===== config.mk =====
export PLATFORM = sky130hd
export DESIGN_NAME = ir_distance_table_interpolator
export DESIGN_NICKNAME = d
export VERILOG_FILES = /design/src/rtl/core/idti_pkg.sv /design/src/rtl/core/idti_ram.sv /design/src/rtl/core/idti_useq.sv /design/src/rtl/core/idti_dpath.sv /design/src/rtl/core/ir_distance_table_interpolator.sv
export SDC_FILE = /design/constraint.sdc
export NUM_CORES = 1
export LEC_CHECK = 0
export ABC_AREA = 1
export BUFFER_PORTS_ARGS = -buffer_cell sky130_fd_sc_hd__buf_2
export CORE_UTILIZATION = 55
export DETAILED_ROUTE_END_ITERATION = 8
export PLACE_DENSITY = 0.81
export SYNTH_ARGS = -nofsm -noshare
export SYNTH_HDL_FRONTEND = slang
export SYNTH_SLANG_ARGS = --single-unit

===== constraint.sdc =====
create_clock -name clk_i -period 14.54 [get_ports clk_i]
set_input_delay 0.727 -clock clk_i [delete_from_list [all_inputs] [get_ports clk_i]]
set_output_delay 0.727 -clock clk_i [all_outputs]
set_load 0.02 [all_outputs]

===== src/rtl/core/idti_pkg.sv =====
// Shared types, codes and the sequencer microprogram of the IR distance table interpolator.
package idti_pkg;

  localparam int unsigned SAMPLE_W = 12;
  localparam int unsigned DIST_W   = 16;
  localparam int unsigned PROD_W   = DIST_W + SAMPLE_W;
  localparam int unsigned ENTRY_W  = DIST_W + SAMPLE_W;
  localparam int unsigned INDEX_W  = 4;
  localparam int unsigned EIU_W    = 5;
  localparam int unsigned STATUS_W = 3;
  localparam int unsigned CNT_W    = 4;
  localparam int unsigned CFG_IDX_W = 2;

  localparam logic [STATUS_W-1:0] ST_NEAR    = 3'd0;
  localparam logic [STATUS_W-1:0] ST_INTERP  = 3'd1;
  localparam logic [STATUS_W-1:0] ST_FAR     = 3'd2;
  localparam logic [STATUS_W-1:0] ST_NOSEG   = 3'd3;
  localparam logic [STATUS_W-1:0] ST_WRITTEN = 3'd4;

  localparam logic [CFG_IDX_W-1:0] CFG_ENTRIES_IN_USE = 2'd0;
  localparam logic [CFG_IDX_W-1:0] CFG_FAR_DISTANCE   = 2'd1;

  localparam logic [EIU_W-1:0]  EIU_RESET = 5'd10;
  localparam logic [DIST_W-1:0] FAR_RESET = 16'd15360;

  localparam logic [CNT_W-1:0] DIV_LAST_CNT = 4'd15;

  localparam logic OP_CONVERT = 1'b0;
  localparam logic OP_WRITE   = 1'b1;

  typedef logic [3:0] step_t;

  localparam step_t STEP_FIRST    = 4'd0;
  localparam step_t STEP_CHK0     = 4'd1;
  localparam step_t STEP_CHKL     = 4'd2;
  localparam step_t STEP_SCAN     = 4'd3;
  localparam step_t STEP_LOOP     = 4'd4;
  localparam step_t STEP_NOSEG    = 4'd5;
  localparam step_t STEP_MUL      = 4'd6;
  localparam step_t STEP_DIVINIT  = 4'd7;
  localparam step_t STEP_DIV      = 4'd8;
  localparam step_t STEP_INTERP   = 4'd9;
  localparam step_t STEP_NEAR     = 4'd10;
  localparam step_t STEP_FAR      = 4'd11;
  localparam step_t STEP_WRITTEN  = 4'd12;

  typedef enum logic [2:0] {
    RD_NONE,
    RD_FIRST,
    RD_LAST,
    RD_SEG1,
    RD_NEXT
  } rd_sel_e;

  typedef enum logic [3:0] {
    A_NONE,
    A_LATCH_HI,
    A_CLR_IDX,
    A_SCAN,
    A_MUL,
    A_DIV_INIT,
    A_DIV_STEP,
    A_RES_NEAR,
    A_RES_FAR,
    A_RES_INTERP,
    A_RES_NOSEG,
    A_RES_WRITTEN
  } act_e;

  typedef enum logic [2:0] {
    C_NEVER,
    C_NEAR,
    C_FAR,
    C_HIT,
    C_MORE,
    C_DIV_MORE
  } cond_e;

  typedef struct packed {
    rd_sel_e rd;
    act_e    act;
    cond_e   cond;
    step_t   target;
    logic    last;
  } uword_t;

  typedef struct packed {
    logic near;
    logic far;
    logic hit;
    logic more;
    logic div_more;
    logic out_full;
  } flags_t;

  localparam uword_t UWORD_NOP = '{rd: RD_NONE, act: A_NONE, cond: C_NEVER,
                                   target: STEP_FIRST, last: 1'b1};

  function automatic uword_t ucode(input step_t s);
    uword_t w;
    w = UWORD_NOP;
    case (s)
      STEP_FIRST: w = '{rd: RD_FIRST, act: A_NONE, cond: C_NEVER,
                        target: STEP_FIRST, last: 1'b0};
      STEP_CHK0: w = '{rd: RD_LAST, act: A_LATCH_HI, cond: C_NEAR,
                       target: STEP_NEAR, last: 1'b0};
      STEP_CHKL: w = '{rd: RD_SEG1, act: A_CLR_IDX, cond: C_FAR,
                       target: STEP_FAR, last: 1'b0};
      STEP_SCAN: w = '{rd: RD_NEXT, act: A_SCAN, cond: C_HIT,
                       target: STEP_MUL, last: 1'b0};
      STEP_LOOP: w = '{rd: RD_NONE, act: A_NONE, cond: C_MORE,
                       target: STEP_SCAN, last: 1'b0};
      STEP_NOSEG: w = '{rd: RD_NONE, act: A_RES_NOSEG, cond: C_NEVER,
                        target: STEP_FIRST, last: 1'b1};
      STEP_MUL: w = '{rd: RD_NONE, act: A_MUL, cond: C_NEVER,
                      target: STEP_FIRST, last: 1'b0};
      STEP_DIVINIT: w = '{rd: RD_NONE, act: A_DIV_INIT, cond: C_NEVER,
                          target: STEP_FIRST, last: 1'b0};
      STEP_DIV: w = '{rd: RD_NONE, act: A_DIV_STEP, cond: C_DIV_MORE,
                      target: STEP_DIV, last: 1'b0};
      STEP_INTERP: w = '{rd: RD_NONE, act: A_RES_INTERP, cond: C_NEVER,
                         target: STEP_FIRST, last: 1'b1};
      STEP_NEAR: w = '{rd: RD_NONE, act: A_RES_NEAR, cond: C_NEVER,
                       target: STEP_FIRST, last: 1'b1};
      STEP_FAR: w = '{rd: RD_NONE, act: A_RES_FAR, cond: C_NEVER,
                      target: STEP_FIRST, last: 1'b1};
      STEP_WRITTEN: w = '{rd: RD_NONE, act: A_RES_WRITTEN, cond: C_NEVER,
                          target: STEP_FIRST, last: 1'b1};
      default: w = UWORD_NOP;
    endcase
    return w;
  endfunction

endpackage


===== src/rtl/core/idti_ram.sv =====
// Generic simple dual-port RAM with one write port and one registered read port.
module idti_ram #(
  parameter int unsigned WIDTH = 28,
  parameter int unsigned DEPTH = 16
) (
  input  logic                     clk_i,
  input  logic                     we_i,
  input  logic [$clog2(DEPTH)-1:0] waddr_i,
  input  logic [WIDTH-1:0]         wdata_i,
  input  logic                     re_i,
  input  logic [$clog2(DEPTH)-1:0] raddr_i,
  output logic [WIDTH-1:0]         rdata_o
);

  logic [WIDTH-1:0] mem_q [DEPTH];
  logic [WIDTH-1:0] rdata_q;

  always_ff @(posedge clk_i) begin
    if (we_i) begin
      mem_q[waddr_i] <= wdata_i;
    end
    if (re_i) begin
      rdata_q <= mem_q[raddr_i];
    end
  end

  assign rdata_o = rdata_q;

endmodule


===== src/rtl/core/idti_useq.sv =====
// Microprogram sequencer: step counter, control ROM and conditional jumps.
module idti_useq import idti_pkg::*; (
  input  logic   clk_i,
  input  logic   rst_ni,
  input  logic   start_i,
  input  logic   write_i,
  input  flags_t flags_i,
  output uword_t uword_o,
  output logic   busy_o
);

  step_t  step_q;
  logic   busy_q;
  uword_t word;
  logic   jump;
  logic   stall;

  assign word = ucode(step_q);

  always_comb begin
    case (word.cond)
      C_NEVER:    jump = 1'b0;
      C_NEAR:     jump = flags_i.near;
      C_FAR:      jump = flags_i.far;
      C_HIT:      jump = flags_i.hit;
      C_MORE:     jump = flags_i.more;
      C_DIV_MORE: jump = flags_i.div_more;
      default:    jump = 1'b0;
    endcase
  end

  assign stall = word.last && flags_i.out_full;

  always_ff @(posedge clk_i or negedge rst_ni) begin
    if (!rst_ni) begin
      busy_q <= 1'b0;
      step_q <= STEP_FIRST;
    end else if (!busy_q) begin
      if (start_i) begin
        busy_q <= 1'b1;
        step_q <= write_i ? STEP_WRITTEN : STEP_FIRST;
      end
    end else if (!stall) begin
      if (word.last) begin
        busy_q <= 1'b0;
      end else if (jump) begin
        step_q <= word.target;
      end else begin
        step_q <= step_q + 4'd1;
      end
    end
  end

  assign uword_o = busy_q ? word : UWORD_NOP;
  assign busy_o  = busy_q;

endmodule


===== src/rtl/core/idti_dpath.sv =====
// Datapath: calibration table RAM, segment registers, multiplier, serial divider, result register.
module idti_dpath import idti_pkg::*; #(
  parameter int unsigned TABLE_DEPTH = 16
) (
  input  logic                clk_i,
  input  logic                rst_ni,
  input  uword_t              uword_i,
  output flags_t              flags_o,
  input  logic                accept_i,
  input  logic                opcode_i,
  input  logic [INDEX_W-1:0]  entry_index_i,
  input  logic [SAMPLE_W-1:0] raw_sample_i,
  input  logic [DIST_W-1:0]   entry_distance_i,
  input  logic [EIU_W-1:0]    entries_in_use_i,
  input  logic [DIST_W-1:0]   far_distance_i,
  input  logic                out_ready_i,
  output logic                out_valid_o,
  output logic [DIST_W-1:0]   distance_out_o,
  output logic [STATUS_W-1:0] status_o
);

  localparam int unsigned AW = $clog2(TABLE_DEPTH);
  localparam int unsigned NW = $clog2(TABLE_DEPTH + 1);

  logic [NW-1:0]       n;
  logic [NW-1:0]       i_q;
  logic [SAMPLE_W-1:0] sample_q;
  logic [SAMPLE_W-1:0] hi_q;
  logic [SAMPLE_W-1:0] lo_q;
  logic [DIST_W-1:0]   dhi_q;
  logic [DIST_W-1:0]   dlo_q;
  logic                neg_q;
  logic [PROD_W-1:0]   prod_q;
  logic [SAMPLE_W-1:0] den_q;
  logic [SAMPLE_W-1:0] rem_q;
  logic [DIST_W-1:0]   quo_q;
  logic [CNT_W-1:0]    cnt_q;
  logic                out_valid_q;
  logic [DIST_W-1:0]   out_dist_q;
  logic [STATUS_W-1:0] out_status_q;

  logic                we;
  logic                re;
  logic [AW-1:0]       raddr;
  logic [ENTRY_W-1:0]  rdata;
  logic [SAMPLE_W-1:0] rd_sample;
  logic [DIST_W-1:0]   rd_dist;
  logic [DIST_W-1:0]   abs_diff;
  logic [SAMPLE_W-1:0] offset;
  logic [SAMPLE_W:0]   trial;
  logic                ge;
  logic [SAMPLE_W:0]   trial_sub;
  logic                res_en;
  flags_t              flags;

  always_comb begin
    if (entries_in_use_i < EIU_W'(2)) begin
      n = NW'(2);
    end else if (32'(entries_in_use_i) > TABLE_DEPTH) begin
      n = NW'(TABLE_DEPTH);
    end else begin
      n = NW'(entries_in_use_i);
    end
  end

  assign we = accept_i && (opcode_i == OP_WRITE) && (32'(entry_index_i) < TABLE_DEPTH);

  always_comb begin
    case (uword_i.rd)
      RD_FIRST: raddr = '0;
      RD_LAST:  raddr = AW'(n - NW'(1));
      RD_SEG1:  raddr = AW'(1);
      RD_NEXT:  raddr = AW'({1'b0, i_q} + (NW + 1)'(2));
      default:  raddr = '0;
    endcase
  end

  assign re = (uword_i.rd != RD_NONE) && !((uword_i.rd == RD_NEXT) && flags.hit);

  idti_ram #(
    .WIDTH (ENTRY_W),
    .DEPTH (TABLE_DEPTH)
  ) u_table (
    .clk_i   (clk_i),
    .we_i    (we),
    .waddr_i (AW'(entry_index_i)),
    .wdata_i ({entry_distance_i, raw_sample_i}),
    .re_i    (re),
    .raddr_i (raddr),
    .rdata_o (rdata)
  );

  assign rd_sample = rdata[SAMPLE_W-1:0];
  assign rd_dist   = rdata[ENTRY_W-1:SAMPLE_W];

  assign flags.near     = sample_q >= rd_sample;
  assign flags.far      = sample_q <= rd_sample;
  assign flags.hit      = (sample_q <= hi_q) && (sample_q > rd_sample);
  assign flags.more     = i_q < (n - NW'(1));
  assign flags.div_more = cnt_q != '0;
  assign flags.out_full = out_valid_q && !out_ready_i;
  assign flags_o        = flags;

  assign abs_diff  = (dlo_q < dhi_q) ? (dhi_q - dlo_q) : (dlo_q - dhi_q);
  assign offset    = hi_q - sample_q;
  assign trial     = {rem_q, quo_q[DIST_W-1]};
  assign ge        = trial >= {1'b0, den_q};
  assign trial_sub = trial - {1'b0, den_q};
  assign res_en    = !flags.out_full;

  always_ff @(posedge clk_i) begin
    if (accept_i) begin
      sample_q <= raw_sample_i;
    end
    case (uword_i.act)
      A_LATCH_HI: begin
        hi_q  <= rd_sample;
        dhi_q <= rd_dist;
      end
      A_CLR_IDX: begin
        i_q <= '0;
      end
      A_SCAN: begin
        if (flags.hit) begin
          lo_q  <= rd_sample;
          dlo_q <= rd_dist;
        end else begin
          hi_q  <= rd_sample;
          dhi_q <= rd_dist;
          i_q   <= i_q + NW'(1);
        end
      end
      A_MUL: begin
        prod_q <= PROD_W'(abs_diff) * PROD_W'(offset);
        den_q  <= hi_q - lo_q;
        neg_q  <= dlo_q < dhi_q;
      end
      A_DIV_INIT: begin
        rem_q <= prod_q[PROD_W-1:DIST_W];
        quo_q <= prod_q[DIST_W-1:0];
        cnt_q <= DIV_LAST_CNT;
      end
      A_DIV_STEP: begin
        rem_q <= ge ? trial_sub[SAMPLE_W-1:0] : trial[SAMPLE_W-1:0];
        quo_q <= {quo_q[DIST_W-2:0], ge};
        cnt_q <= cnt_q - CNT_W'(1);
      end
      default: begin
      end
    endcase
  end

  always_ff @(posedge clk_i or negedge rst_ni) begin
    if (!rst_ni) begin
      out_valid_q <= 1'b0;
    end else if (res_en && (uword_i.act inside {A_RES_NEAR, A_RES_FAR, A_RES_INTERP,
                                                A_RES_NOSEG, A_RES_WRITTEN})) begin
      out_valid_q <= 1'b1;
    end else if (out_ready_i) begin
      out_valid_q <= 1'b0;
    end
  end

  always_ff @(posedge clk_i) begin
    if (res_en) begin
      case (uword_i.act)
        A_RES_NEAR: begin
          out_dist_q   <= dhi_q;
          out_status_q <= ST_NEAR;
        end
        A_RES_FAR: begin
          out_dist_q   <= far_distance_i;
          out_status_q <= ST_FAR;
        end
        A_RES_INTERP: begin
          out_dist_q   <= neg_q ? (dhi_q - quo_q) : (dhi_q + quo_q);
          out_status_q <= ST_INTERP;
        end
        A_RES_NOSEG: begin
          out_dist_q   <= '0;
          out_status_q <= ST_NOSEG;
        end
        A_RES_WRITTEN: begin
          out_dist_q   <= '0;
          out_status_q <= ST_WRITTEN;
        end
        default: begin
        end
      endcase
    end
  end

  assign out_valid_o    = out_valid_q;
  assign distance_out_o = out_dist_q;
  assign status_o       = out_status_q;

endmodule


===== src/rtl/core/ir_distance_table_interpolator.sv =====
// IR distance table interpolator top level: stream ports, configuration registers, sequencer.
// One item in flight; the next item is accepted the cycle after the result is registered.
// A write goes straight to its written step; a conversion checks the near clamp against entry 0,
// then the far clamp against the last entry in use, then scans the segments one entry at a time
// and, on a hit, multiplies and runs the 16-step serial divider; no hit gives no segment.
// Reset clears control and config (entries in use 10, far distance 60.0); the table is
// undefined until written and has no clearing pass.
module ir_distance_table_interpolator import idti_pkg::*; #(
  parameter int unsigned TABLE_DEPTH = 16
) (
  input  logic                 clk_i,
  input  logic                 rst_ni,
  input  logic                 s_axis_tvalid,
  output logic                 s_axis_tready,
  // entry_index[3:0], raw_sample[15:4], entry_distance[31:16]
  input  logic [31:0]          s_axis_tdata,
  // opcode[0]
  input  logic [0:0]           s_axis_tuser,
  output logic                 m_axis_tvalid,
  input  logic                 m_axis_tready,
  // distance_out[15:0]
  output logic [15:0]          m_axis_tdata,
  // status[2:0]
  output logic [2:0]           m_axis_tuser,
  input  logic                 cfg_valid_i,
  output logic                 cfg_ready_o,
  input  logic [CFG_IDX_W-1:0] cfg_index_i,
  input  logic [DIST_W-1:0]    cfg_data_i
);

  logic [EIU_W-1:0]  eiu_q;
  logic [DIST_W-1:0] far_q;
  logic              busy;
  logic              accept;
  uword_t            uword;
  flags_t            flags;

  assign cfg_ready_o   = 1'b1;
  assign s_axis_tready = !busy;
  assign accept        = s_axis_tvalid && !busy;

  always_ff @(posedge clk_i or negedge rst_ni) begin
    if (!rst_ni) begin
      eiu_q <= EIU_RESET;
      far_q <= FAR_RESET;
    end else if (cfg_valid_i) begin
      case (cfg_index_i)
        CFG_ENTRIES_IN_USE: eiu_q <= cfg_data_i[EIU_W-1:0];
        CFG_FAR_DISTANCE:   far_q <= cfg_data_i;
        default: begin
        end
      endcase
    end
  end

  idti_useq u_useq (
    .clk_i   (clk_i),
    .rst_ni  (rst_ni),
    .start_i (accept),
    .write_i (s_axis_tuser[0] == OP_WRITE),
    .flags_i (flags),
    .uword_o (uword),
    .busy_o  (busy)
  );

  idti_dpath #(
    .TABLE_DEPTH (TABLE_DEPTH)
  ) u_dpath (
    .clk_i            (clk_i),
    .rst_ni           (rst_ni),
    .uword_i          (uword),
    .flags_o          (flags),
    .accept_i         (accept),
    .opcode_i         (s_axis_tuser[0]),
    .entry_index_i    (s_axis_tdata[3:0]),
    .raw_sample_i     (s_axis_tdata[15:4]),
    .entry_distance_i (s_axis_tdata[31:16]),
    .entries_in_use_i (eiu_q),
    .far_distance_i   (far_q),
    .out_ready_i      (m_axis_tready),
    .out_valid_o      (m_axis_tvalid),
    .distance_out_o   (m_axis_tdata),
    .status_o         (m_axis_tuser)
  );

  a_status_range: assert property (@(posedge clk_i) disable iff (!rst_ni)
    m_axis_tvalid |-> (m_axis_tuser <= ST_WRITTEN))
    else $error("result status out of range");

  a_zero_distance: assert property (@(posedge clk_i) disable iff (!rst_ni)
    (m_axis_tvalid && ((m_axis_tuser == ST_WRITTEN) || (m_axis_tuser == ST_NOSEG)))
    |-> (m_axis_tdata == '0))
    else $error("write or no-segment result carries a distance");

  a_write_latency: assert property (@(posedge clk_i) disable iff (!rst_ni)
    (s_axis_tvalid && s_axis_tready && (s_axis_tuser[0] == OP_WRITE) && !m_axis_tvalid)
    |=> ##1 (m_axis_tvalid && (m_axis_tuser == ST_WRITTEN)))
    else $error("write item result missing");

endmodule

==> summary.txt <==
Die
  • Core area: 67,300 µm²
  • DIE AREA: 69,100 µm²
  • Die Wd: 263 µm
  • IO Count: 78
  • # rows: 95
  • Initial core utilization: 55.7%
  • Die height: 263 µm

Clock network
  • Num CTS Buffers: 69
  • Hold Buf Count CTS: 0
  • Post-CTS sizing: 0
  • Root Buffer: clkbuf_16
  • Insertion delay to the later sink of the worst-skew pair: 0.63 ns
  • Post-CTS setup buffers: 0
  • H-tree depth: 3
  • CTS tree: built
  • Clock sinks: 668
  • Maximum clock path buffer count: 3
  • Clock slew at reported path FFs: 0.06 ns

Global route
  • Initial antenna violation count: 6
  • Vias in the first global route: 26,100
  • First-pass GRT wire length: 140,000 µm
  • Largest net degree at the start of global routing: 122
  • Remaining Overflow, GRT: 0
  • GRT Util Overall: 26.1%

Place
  • GPL Wtd Cong: 0.985
  • Final HPWL DP: 59,100 µm
  • I/O Buffers: 76

Worst setup path
  • Buf/Inv on CP: 7
  • Setup CP Type: flip-flop to flip-flop
  • Crit end category: flip-flop
  • Worst reg2reg path depth: 31
  • Worst R2R Setup Slack: 7.06 ns
  • RR Startpoint: u_dpath.dlo_q[0]
  • Critical Path AT: 7.86 ns
  • Crit Path Max Fanout: 17
  • Critical Path Max Stage Delay: 0.55 ns
  • Crit-path leading delay family: adder cells
  • CP required: 14.91 ns
  • Slowest CP cell: fa_1
  • Reg-to-reg critical path endpoint: u_dpath.prod_q[27]
  • CP most frequent cell: fa_1
  • CP startpoint kind: flip-flop

Drt
  • WL/cell: 19.3 µm
  • Drt first pass iters: 6
  • WL final: 88,700 µm
  • Via count: 26,000
  • Starting DRT DRC Count: 2,489
  • ANT nets after route: 0
  • Residual DRC: 0
  • DR vias/cell: 5.66

Timing
  • Final setup viols: 0
  • Fmax: 134 MHz
  • Rel. slew slack: 18.7%
  • RSZ-0062 raised after global routing: false
  • Min Tclk post-route: 7.48 ns
  • WHS: 0.0958 ns
  • Tcrit/Tclk final: 51.5%
  • Slew Viols, Final: 0
  • Final hold vios: 0
  • Clock Skew: 0.0306 ns
  • Setup TNS: 0 ns
  • Slew @ Worst Pin: 1.22 ns

Run
  • MaxCap Viol Count: 0

Synthesis
  • Cell Area, Synth: 37,500 µm²
  • Yosys top cell by area: edfxtp_1
  • Post-synth top area share: 51.4%
  • Post-synth EDFFs: 641
  • Mapped Cells: 3,625
  • Avg Inst Size Synth: 10.3 µm²
  • FFs w/ async S/R, synth: 4.04%
  • Seq/Total Area, Yosys: 53.2%
  • Cell variety after synth: 52
  • Yosys reg bits: 668
  • YS warnings: 0
  • Ys flop type: edfxtp_1
  • Post-Syn Nets: 4,001
  • Synth area leaders: edfxtp_1 (51%), fa_1 (7.8%), inv_1 (6.4%), nand2_1 (6.1%), ha_1 (5.8%)

Cells and area
  • Fill cell count: 5,146
  • Most common cell after layout, fill and taps aside: edfxtp_1
  • Layout area overhead: 9.48%
  • Nets: 4,054
  • Most frequent cells in the layout: edfxtp_1 (641), inv_1 (636), nand2_1 (608)
  • Share of cells above drive strength 1: 7.16%
  • Register area: 19,900 µm²
  • Multi-input gate area: 14,600 µm²

Status
  • Outcome: finished, final reports clean

Worst hold path
  • HP Class: primary input to async pin
## metrics by stage
step | instances | worst slack [ns] | instance area, µm² | utilization (%)
after floorplan | 3625 | 8.11 | 37500 | -
after global placement | 4480 | 7.34 | 38700 | 57.6
after detailed placement | 4480 | 7.12 | 38700 | 57.6
after CTS | 4602 | 7.11 | 41000 | 60.9
after global routing | 4602 | 6.55 | 41000 | 60.9
final | 4603 | 7.06 | 41000 | 61.0
## final cells by class
cell class	instances	share of cell area, %
Clock buffer	82	4.33
Antenna cell	1	0.00610
Clock inverter	40	1.20
Inverter	651	5.97
Multi-Input combinational cell	2179	35.7
Tap cell	873	2.66
Timing Repair Buffer	109	1.53
Sequential cell	668	48.6
## layer usage
metal / share of wire, % / global-route usage (%) / vias up
li1: - / - / 12200
met1: 39 / 33.2 / 12400
met2: 48 / 43.9 / 1121
met3: 8.0 / 4.54 / 253
met4: 4.4 / 11.5 / 10
met5: 0.068 / 0 / -
## cells in the mapped netlist (3+ instances only)
| library cell | instances |
|---|---|
| edfxtp_1 | 641 |
| inv_1 | 636 |
| nand2_1 | 609 |
| nand3_1 | 232 |
| a21oi_1 | 227 |
| o21ai_0 | 196 |
| nor2_1 | 195 |
| ha_1 | 174 |
| fa_1 | 146 |
| o211ai_1 | 118 |
| xor2_1 | 81 |
| clkbuf_1 | 53 |
| buf_2 | 51 |
| xnor2_1 | 27 |
| or2_1 | 25 |
| dfrtp_1 | 21 |
| nor3_1 | 18 |
| a21o_1 | 15 |
| buf_4 | 14 |
| mux2_2 | 11 |
| nand4_1 | 11 |
| o21ai_1 | 11 |
| o21bai_1 | 10 |
| a31oi_1 | 9 |
| inv_2 | 9 |
| o221ai_1 | 9 |
| a21boi_0 | 8 |
| clkinv_1 | 6 |
| dfstp_2 | 6 |
| nand3b_1 | 6 |
| nor2_2 | 6 |
| or2_2 | 6 |
| buf_1 | 5 |
| buf_6 | 4 |
| a22oi_1 | 3 |
| o2111ai_1 | 3 |
| o21a_1 | 3 |
| o31ai_1 | 3 |
## flip-flops by register name, summed over array words and instances, names as in the netlist, 16 cells and up
signal and count:
u_dpath.distance_out_o 16, u_dpath.quo_q 16, u_dpath.dhi_q 16, u_dpath.u_table.mem_q 448
u_dpath.u_table.rdata_o 28, u_dpath.dlo_q 16, far_q 16, u_dpath.prod_q 28
## worst max-delay path by stage
stage                     startpoint                  to  slack, ns  depth (start not counted)
detailed placement  u_dpath.dlo_q[0]  u_dpath.prod_q[27]       7.12                         31
global placement    u_dpath.dlo_q[0]  u_dpath.prod_q[27]       7.34                         31
global route        u_dpath.dlo_q[0]  u_dpath.prod_q[27]       6.55                         30
CTS                 u_dpath.dlo_q[0]  u_dpath.prod_q[27]       7.11                         31
floorplan           u_dpath.dlo_q[0]  u_dpath.prod_q[27]       8.11                         32
finish              u_dpath.dlo_q[0]  u_dpath.prod_q[27]       7.06                         31
## cells by family after synthesis
group	Yosys count	synth area share [%]
AOI/OAI and AO/OA	625	9.67
xor gates and xnor gates	108	2.53
adders and majority gates	320	13.6
buffers and inverters	778	8.19
DFF	668	53.2
muxes	11	0.331
other	1	0.0100
and+or+nand+nor	1114	12.4
Power is left out: the tool's default activity adds up to more than one toggle a clock period on the data nets, which glitch-free logic cannot reach.
